--- config.mk ---
export PLATFORM = sky130hd
export DESIGN_NAME = bit_slice_alu_register_file
export DESIGN_NICKNAME = d
export VERILOG_FILES = /design/src/rtl/core/bsa_pkg.sv /design/src/rtl/core/bsa_alu.sv /design/src/rtl/core/bit_slice_alu_register_file.sv
export SDC_FILE = /design/constraint.sdc
export NUM_CORES = 1
export LEC_CHECK = 0
export BUFFER_PORTS_ARGS = -buffer_cell sky130_fd_sc_hd__buf_2
export CAP_MARGIN = 15
export CORE_MARGIN = 2
export CORE_UTILIZATION = 23
export CTS_CLUSTER_SIZE = 14
export DETAILED_ROUTE_END_ITERATION = 16
export PLACE_DENSITY = 0.45
export SLEW_MARGIN = 20
export SYNTH_ARGS = -nofsm -noshare
export SYNTH_HDL_FRONTEND = slang
export SYNTH_HIERARCHICAL = 1
export SYNTH_SLANG_ARGS = --single-unit
--- constraint.sdc ---
create_clock -name clk -period 6.6 [get_ports clk]
set_input_delay 1.32 -clock clk [delete_from_list [all_inputs] [get_ports clk]]
set_output_delay 1.32 -clock clk [all_outputs]
set_load 0.03 [all_outputs]
--- src/rtl/core/bsa_pkg.sv ---
package bsa_pkg;

	localparam int DATA_WIDTH_DEF = 16;
	localparam int NUM_REGS_DEF   = 16;
	localparam int FIELD_W        = 16;
	localparam int ADDR_W         = 4;

	// Operand pair, R listed first and S second.
	typedef enum logic [2:0] {
		SRC_AQ = 3'd0,
		SRC_AB = 3'd1,
		SRC_ZQ = 3'd2,
		SRC_ZB = 3'd3,
		SRC_ZA = 3'd4,
		SRC_DA = 3'd5,
		SRC_DQ = 3'd6,
		SRC_DZ = 3'd7
	} src_t;

	typedef enum logic [2:0] {
		OP_ADD  = 3'd0,
		OP_SUBR = 3'd1,
		OP_SUBS = 3'd2,
		OP_OR   = 3'd3,
		OP_AND  = 3'd4,
		OP_NOTRS = 3'd5,
		OP_XOR  = 3'd6,
		OP_XNOR = 3'd7
	} alu_op_t;

	typedef enum logic [2:0] {
		DST_QREG  = 3'd0,
		DST_NOP   = 3'd1,
		DST_RAMA  = 3'd2,
		DST_RAMF  = 3'd3,
		DST_RAMQD = 3'd4,
		DST_RAMD  = 3'd5,
		DST_RAMQU = 3'd6,
		DST_RAMU  = 3'd7
	} dest_t;

	typedef struct packed {
		logic carry;
		logic ovf;
	} alu_flags_t;

endpackage

--- src/rtl/core/bsa_alu.sv ---
module bsa_alu import bsa_pkg::*; #(
	parameter int DATA_WIDTH = DATA_WIDTH_DEF
) (
	input  logic [DATA_WIDTH-1:0] r,
	input  logic [DATA_WIDTH-1:0] s,
	input  alu_op_t               op,
	input  logic                  cin,
	output logic [DATA_WIDTH-1:0] f,
	output alu_flags_t            flags
);

	logic [DATA_WIDTH-1:0] x;
	logic [DATA_WIDTH-1:0] yv;
	logic [DATA_WIDTH:0]   sum;
	logic [DATA_WIDTH-1:0] low;

	// Subtraction is done as an add of the complemented operand plus carry in.
	always_comb begin
		case (op)
			OP_SUBR: begin
				x  = s;
				yv = ~r;
			end
			OP_SUBS: begin
				x  = r;
				yv = ~s;
			end
			default: begin
				x  = r;
				yv = s;
			end
		endcase
	end

	assign sum = {1'b0, x} + {1'b0, yv} + {{DATA_WIDTH{1'b0}}, cin};
	assign low = {1'b0, x[DATA_WIDTH-2:0]} + {1'b0, yv[DATA_WIDTH-2:0]}
		+ {{(DATA_WIDTH-1){1'b0}}, cin};

	always_comb begin
		flags = '0;
		if (op inside {OP_ADD, OP_SUBR, OP_SUBS}) begin
			f           = sum[DATA_WIDTH-1:0];
			flags.carry = sum[DATA_WIDTH];
			flags.ovf   = sum[DATA_WIDTH] ^ low[DATA_WIDTH-1];
		end else begin
			case (op)
				OP_OR:    f = r | s;
				OP_AND:   f = r & s;
				OP_NOTRS: f = ~r & s;
				OP_XOR:   f = r ^ s;
				default:  f = ~(r ^ s);
			endcase
		end
	end

endmodule

--- src/rtl/core/bit_slice_alu_register_file.sv ---
// Bit-slice ALU with a register file and a Q register. Each input transaction is one
// microinstruction: it picks an operand pair from register ports A and B, the Q register,
// the direct data input and zero, applies one of eight ALU functions and writes the result
// (plain or shifted) back to register B and/or Q, returning Y and the carry, overflow, zero
// and sign flags as one output transaction. The block takes one transaction per clock while
// the output side does not stall: the register file is a synchronous memory that is read at
// the accepting edge, the ALU and write back run from stage 1 once the output register
// can take the result, and the result lands in it. A write to the entry that the next
// microinstruction reads is forwarded, so back-to-back dependent microinstructions see the
// new value. Register file and Q clear to zero at reset, with no clearing pass; a register
// address at or beyond NUM_REGS reads as zero and is never written.
module bit_slice_alu_register_file import bsa_pkg::*; #(
	parameter int DATA_WIDTH = DATA_WIDTH_DEF,
	parameter int NUM_REGS   = NUM_REGS_DEF
) (
	input  logic               clk,
	input  logic               arst_n,
	input  logic               in_valid,
	output logic               in_stall,
	input  logic [2:0]         source_sel,
	input  logic [2:0]         mode,
	input  logic [2:0]         dest_sel,
	input  logic [ADDR_W-1:0]  a_addr,
	input  logic [ADDR_W-1:0]  b_addr,
	input  logic [FIELD_W-1:0] data_in,
	input  logic               carry_in,
	output logic               out_valid,
	input  logic               out_stall,
	output logic [FIELD_W-1:0] y_out,
	output logic               carry_out,
	output logic               overflow,
	output logic               zero_flag,
	output logic               sign_flag
);

	localparam int IDX_W = $clog2(NUM_REGS);
	localparam logic [ADDR_W:0] NREGS = (ADDR_W + 1)'(NUM_REGS);

	// Register file storage. Valid bits give the reset value for entries never written.
	logic [DATA_WIDTH-1:0] mem [NUM_REGS];
	logic [NUM_REGS-1:0]   vld_q;

	// Stage 1: the microinstruction whose operands were just read.
	logic                  valid_s1;
	src_t                  src_s1;
	alu_op_t               op_s1;
	dest_t                 dst_s1;
	logic [ADDR_W-1:0]     a_addr_s1;
	logic [ADDR_W-1:0]     b_addr_s1;
	logic [DATA_WIDTH-1:0] d_s1;
	logic                  cin_s1;
	logic [DATA_WIDTH-1:0] rd_a_s1;
	logic [DATA_WIDTH-1:0] rd_b_s1;
	logic                  a_ok_s1;
	logic                  b_ok_s1;

	// Most recent register file write, used to forward over the read of the same edge.
	logic                  fwd_vld_q;
	logic [ADDR_W-1:0]     fwd_addr_q;
	logic [DATA_WIDTH-1:0] fwd_data_q;

	logic [DATA_WIDTH-1:0] q_q;

	logic                  out_valid_q;
	logic [FIELD_W-1:0]    y_q;
	logic                  carry_q;
	logic                  ovf_q;
	logic                  zero_q;
	logic                  sign_q;

	logic                  in_accept;
	logic                  exec;
	logic [IDX_W-1:0]      a_idx;
	logic [IDX_W-1:0]      b_idx;
	logic                  a_in_range;
	logic                  b_in_range;

	logic [DATA_WIDTH-1:0] a_val;
	logic [DATA_WIDTH-1:0] b_val;
	logic [DATA_WIDTH-1:0] r_op;
	logic [DATA_WIDTH-1:0] s_op;
	logic [DATA_WIDTH-1:0] f;
	alu_flags_t            flags;
	logic                  f_sign;
	logic [DATA_WIDTH-1:0] y_val;
	logic [DATA_WIDTH-1:0] q_next;
	logic                  q_we;
	logic                  rf_we;
	logic                  wr_ok;
	logic [IDX_W-1:0]      wr_idx;

	// RAMA writes F while Y shows A; every other writing destination stores Y.
	function automatic logic [DATA_WIDTH-1:0] f_wr_data(dest_t dst,
		logic [DATA_WIDTH-1:0] fv, logic [DATA_WIDTH-1:0] yv);
		return (dst == DST_RAMA) ? fv : yv;
	endfunction

	// The stage advances when the output register is free or is being emptied,
	// so a new transaction enters every clock unless the output side stalls.
	assign exec      = valid_s1 && (!out_valid_q || !out_stall);
	assign in_stall  = valid_s1 && !exec;
	assign in_accept = in_valid && !in_stall;

	assign a_idx      = a_addr[IDX_W-1:0];
	assign b_idx      = b_addr[IDX_W-1:0];
	assign a_in_range = {1'b0, a_addr} < NREGS;
	assign b_in_range = {1'b0, b_addr} < NREGS;

	always_ff @(posedge clk) begin
		if (rf_we) begin
			mem[wr_idx] <= f_wr_data(dst_s1, f, y_val);
		end
		if (in_accept) begin
			rd_a_s1 <= mem[a_idx];
			rd_b_s1 <= mem[b_idx];
		end
	end

	always_ff @(posedge clk or negedge arst_n) begin
		if (!arst_n) begin
			valid_s1 <= 1'b0;
		end else if (in_accept) begin
			valid_s1 <= 1'b1;
		end else if (exec) begin
			valid_s1 <= 1'b0;
		end
	end

	always_ff @(posedge clk) begin
		if (in_accept) begin
			src_s1    <= src_t'(source_sel);
			op_s1     <= alu_op_t'(mode);
			dst_s1    <= dest_t'(dest_sel);
			a_addr_s1 <= a_addr;
			b_addr_s1 <= b_addr;
			d_s1      <= DATA_WIDTH'(data_in);
			cin_s1    <= carry_in;
			a_ok_s1   <= a_in_range && vld_q[a_idx];
			b_ok_s1   <= b_in_range && vld_q[b_idx];
		end
	end

	// Operand fetch with forwarding of the write made at the reading edge.
	always_comb begin
		if (fwd_vld_q && fwd_addr_q == a_addr_s1) begin
			a_val = fwd_data_q;
		end else if (a_ok_s1) begin
			a_val = rd_a_s1;
		end else begin
			a_val = '0;
		end
		if (fwd_vld_q && fwd_addr_q == b_addr_s1) begin
			b_val = fwd_data_q;
		end else if (b_ok_s1) begin
			b_val = rd_b_s1;
		end else begin
			b_val = '0;
		end
	end

	always_comb begin
		case (src_s1)
			SRC_AQ: begin
				r_op = a_val;
				s_op = q_q;
			end
			SRC_AB: begin
				r_op = a_val;
				s_op = b_val;
			end
			SRC_ZQ: begin
				r_op = '0;
				s_op = q_q;
			end
			SRC_ZB: begin
				r_op = '0;
				s_op = b_val;
			end
			SRC_ZA: begin
				r_op = '0;
				s_op = a_val;
			end
			SRC_DA: begin
				r_op = d_s1;
				s_op = a_val;
			end
			SRC_DQ: begin
				r_op = d_s1;
				s_op = q_q;
			end
			default: begin
				r_op = d_s1;
				s_op = '0;
			end
		endcase
	end

	bsa_alu #(
		.DATA_WIDTH(DATA_WIDTH)
	) u_alu (
		.r    (r_op),
		.s    (s_op),
		.op   (op_s1),
		.cin  (cin_s1),
		.f    (f),
		.flags(flags)
	);

	assign f_sign = f[DATA_WIDTH-1];

	// Destination decode: Y value, Q update and whether register B is written.
	// Down shifts fill register B from the sign of F and Q from bit 0 of F; up shifts
	// fill register B from the carry out and Q from the sign of F.
	always_comb begin
		y_val  = f;
		q_next = q_q;
		q_we   = 1'b0;
		rf_we  = 1'b0;
		case (dst_s1)
			DST_QREG: begin
				q_next = f;
				q_we   = 1'b1;
			end
			DST_NOP: begin
				y_val = f;
			end
			DST_RAMA: begin
				y_val = a_val;
				rf_we = 1'b1;
			end
			DST_RAMF: begin
				rf_we = 1'b1;
			end
			DST_RAMQD: begin
				y_val  = {f_sign, f[DATA_WIDTH-1:1]};
				q_next = {f[0], q_q[DATA_WIDTH-1:1]};
				q_we   = 1'b1;
				rf_we  = 1'b1;
			end
			DST_RAMD: begin
				y_val = {f_sign, f[DATA_WIDTH-1:1]};
				rf_we = 1'b1;
			end
			DST_RAMQU: begin
				y_val  = {f[DATA_WIDTH-2:0], flags.carry};
				q_next = {q_q[DATA_WIDTH-2:0], f_sign};
				q_we   = 1'b1;
				rf_we  = 1'b1;
			end
			default: begin
				y_val = {f[DATA_WIDTH-2:0], flags.carry};
				rf_we = 1'b1;
			end
		endcase
		rf_we = rf_we && exec && wr_ok;
		q_we  = q_we && exec;
	end

	assign wr_ok  = {1'b0, b_addr_s1} < NREGS;
	assign wr_idx = b_addr_s1[IDX_W-1:0];

	always_ff @(posedge clk or negedge arst_n) begin
		if (!arst_n) begin
			vld_q     <= '0;
			fwd_vld_q <= 1'b0;
			q_q       <= '0;
		end else begin
			if (rf_we) begin
				vld_q[wr_idx] <= 1'b1;
				fwd_vld_q     <= 1'b1;
			end
			if (q_we) begin
				q_q <= q_next;
			end
		end
	end

	always_ff @(posedge clk) begin
		if (rf_we) begin
			fwd_addr_q <= b_addr_s1;
			fwd_data_q <= f_wr_data(dst_s1, f, y_val);
		end
	end

	// Output register: holds a finished transaction until the consumer takes it.
	always_ff @(posedge clk or negedge arst_n) begin
		if (!arst_n) begin
			out_valid_q <= 1'b0;
		end else if (exec) begin
			out_valid_q <= 1'b1;
		end else if (!out_stall) begin
			out_valid_q <= 1'b0;
		end
	end

	always_ff @(posedge clk) begin
		if (exec) begin
			y_q     <= FIELD_W'(y_val);
			carry_q <= flags.carry;
			ovf_q   <= flags.ovf;
			zero_q  <= (f == '0);
			sign_q  <= f_sign;
		end
	end

	assign out_valid = out_valid_q;
	assign y_out     = y_q;
	assign carry_out = carry_q;
	assign overflow  = ovf_q;
	assign zero_flag = zero_q;
	assign sign_flag = sign_q;

endmodule

==> out/metrics.cfg <==
[timing]
skew_ns = 0.0256
fmax_ghz = 0.176
worst-slew-pin-transition_ns = 1.04
fin_crit_sh_pct = 86.2
hold_violations = 0
fin_crit_ns = 5.69
fin_tns_setup_ns = 0
slew_viol_final = 0
setup_slack_ns = 0.912
rsz0062_at_grt = no
finalSetupViolCount = 0
max-slew-margin-rel_pct = 30.2

[power]
leakagePower_nw = 7.97
finalPower_mw = 7.33
p_clk_share_pct = 36.9
p_int_mw = 5.25
power_switching_mw = 2.09
sw_frac_of_total_pct = 28.5
irDropWorstVdd_v = 0.000204
comb_power_share_pct = 19.8
powerDensity_nw_per_um2 = 306
seqPwrFrac_pct = 43.3

[clocking]
cts.repair.resized = 0
hold_buffers = 0
clk_latency_ns = 0.60
cts_max_level = 2
cts_made_buffers = 47
clock_sinks = 399
cts_root_buf = clkbuf_16
postCtsSetupBuffers = 0
clk_pin_slew_worst_paths_ns = 0.06
cts_tree = built
cts_buffer_depth = 3

[final_layout]
n_fill_cell = 8872
diodes = 0
final_cells = 2625
syn2layout_area_growth_pct = 16.5
nets = 1492
multi_input_area_um2 = 8170
regArea_um2 = 11800
drive_above_1_share_pct = 29.2
final_core_utilization_pct = 27.1

[worst_setup_path]
startpoint = fwd_addr_q[2]$_DFFE_PP_
critPathKind = flip-flop to flip-flop
path_max_fanout = 17
r2r-start = fwd_addr_q[2]$_DFFE_PP_
crit_path_end_kind = flip-flop
worstPathRequired_ns = 6.91
cp-start-kind = flip-flop
critPathArrivalTime_ns = 6.00

[status]
violations = design-rule violations
status = complete, but fails checks

[synth]
yosysWarnings = 6
synth_top_area_share_pct = 53.2
synthAdderAreaFrac_pct = 2.08
synth_edf_count = 364
netlist_area_um2 = 20600
synthArstFlopShare_pct = 8.77
post_synth.cell_area_avg_um2 = 15.1
syn_nets = 1430
synth_common_cells = edfxtp_1, mux4_2, o21ai_0, nand2_1, nor2_1
synth_area_leaders = edfxtp_1, mux4_2, dfrtp_1, o21ai_0, ha_1
synth_seq_cells = 399
synth_compound_area_share_pct = 9.10
synth_cell_type_count = 64
ys_seq_area_share_pct = 57.4
synthXorXnorAreaFrac_pct = 2.22
muxShareOfSynthArea_pct = 20.3
yosys.area_share.simple_pct = 5.45
yosysTopAreaCell = edfxtp_1
synthCells = 1359
synth_top_family_by_area = multiplexers
synth-main-ff-cell = edfxtp_1
yosysMostFrequentCell = edfxtp_1

[routing]
first_pass_iters = 11
drtIter0Drc = 785
dr_total_vias = 12400
wl_mm = 59.7
drc = 4
vias_per_cell = 4.73
post_drt_wl_per_cell_um = 22.8
ant_nets = 0

[global_routing]
grt_usage_pct = 13.1
antenna_found_initial = 2
grt_remaining_overflow = 0
grt_max_degree = 69
first_global_vias = 13000
grt_pass1_wl_mm = 88.1

[run]
max-cap-violations = 0

[floorplan]
die_w_um = 303
die_y_um = 303
start_util_pct = 23.2
coreArea_um2 = 88500
ios = 60
dieArea_um2 = 91800
num_rows = 109

[worst_hold_path]
worstHoldStart = valid_s1$_DFFE_PN0P_
min_path_type = flip-flop to flip-flop

[placed_design]
dp_cells = 2537
gp_congestion = 0.822
dp_hpwl_mm = 38.7
port_buffers = 59
dpl_worst_slack_ns = 0.786

-- cells in the final DEF (no fill, tap or decap), types with 6 or more instances in the layout --
| master | count |
|---|---|
| or2_2 | 17 |
| bufinv_16 | 7 |
| and2_1 | 18 |
| ha_1 | 31 |
| nor2_2 | 10 |
| nand2b_1 | 11 |
| clkbuf_16 | 48 |
| o21ai_1 | 38 |
| buf_2 | 57 |
| a221o_1 | 32 |
| o21ai_2 | 6 |
| a22oi_1 | 16 |
| a21o_1 | 6 |
| clkinv_2 | 11 |
| xor2_1 | 38 |
| a32oi_1 | 10 |
| edfxtp_1 | 364 |
| xnor2_1 | 14 |
| inv_1 | 58 |
| mux2i_1 | 17 |
| mux2_2 | 16 |
| dfrtp_1 | 35 |
| nand2_1 | 81 |
| nor2_1 | 55 |
| a21oi_1 | 52 |
| mux4_2 | 170 |
| clkbuf_1 | 6 |
| buf_4 | 48 |
| o21ai_0 | 76 |
| a22o_1 | 16 |
| nand3_1 | 9 |
-- area by class of cell --
cell class,instances,area share (%)
clock buffer,54,5.11
clock inverter,34,1.70
inverter,58,0.909
multi-input combinational,809,34.1
sequential,399,49.3
tap,1165,6.09
timing repair buffer,106,2.78
-- worst max-delay path, stage by stage, from the launching register on --
cell	delay, ns
edfxtp_1	0.42
xnor2_1	0.16
o211ai_1	0.15
a2111oi_4	0.64
buf_4	0.39
mux2i_1	0.18
o21ai_0	0.29
inv_1	0.12
a221o_1	0.33
ha_1	0.39
and4_4	0.25
a221oi_2	0.28
o21ai_2	0.13
mux2i_1	0.15
a311oi_1	0.37
a21oi_1	0.16
inv_1	0.18
nor2_1	0.09
a22oi_1	0.32
o21ai_0	0.16
buf_4	0.22
-- cells by family after synthesis --
kind of cell    Yosys count
buf+inv                 151
xor+xnor                 52
fa+ha+maj                33
flops                   399
simple gates            239
mux                     203
compound gates          282
-- metal layers --
metal  global-route usage [%]  vias up  share of wire (%)  routed length, um
met3                     1.98       84                4.4               2630
li1                         -     5536                  -                  -
met2                     23.5      322                 52              30900
met1                     16.3     6475                 42              24800
met5                        0        -                  0                  0
met4                     3.80        0                2.4               1410
-- registers in the layout, indices dropped and copies added (netlist names), 3 cells and up --
signal      count
op_s1           3
q_q            16
a_addr_s1       4
mem           256
d_s1           16
src_s1          3
fwd_data_q     16
rd_b_s1        16
b_addr_s1       4
vld_q          16
fwd_addr_q      4
dst_s1          3
y_out          16
rd_a_s1        16
-- worst paths after layout --
| path | endpoint | slack [ns] | cells after the start |
|---|---|---|---|
| min in group asynchronous | vld_q[3]$_DFFE_PN0P_ | 0.84 | 1 |
| hold / removal | out_valid$_DFFE_PN0P_ | 0.49 | 1 |
| setup reg to reg | fwd_data_q[9]$_DFFE_PP_ | 0.91 | 20 |
| hold reg to reg | out_valid$_DFFE_PN0P_ | 0.49 | 1 |
| setup / recovery | fwd_data_q[9]$_DFFE_PP_ | 0.91 | 20 |
| max in group asynchronous | q_q[13]$_DFFE_PN0P_ | 5.18 | 1 |
-- power by group through the flow --
stage | combinational [mW] | sequential, mW | clock, mW
6_report | 1.45 | 3.18 | 2.70
5_1_grt | 1.60 | 3.20 | 2.89
4_1_cts | 1.46 | 3.18 | 2.78
3_5_place_dp | 1.45 | 3.23 | 0
3_3_place_gp | 1.43 | 3.23 | 0
2_1_floorplan | 0.959 | 3.23 | 0
-- stage by stage --
step,cell area [um2],hold WS [ns]
2_1_floorplan,20600,0.421
3_3_place_gp,22300,0.462
3_5_place_dp,22300,0.472
4_1_cts,23900,0.486
5_1_grt,23900,0.503
6_report,23900,0.488
(Power assumes the default switching activity.)
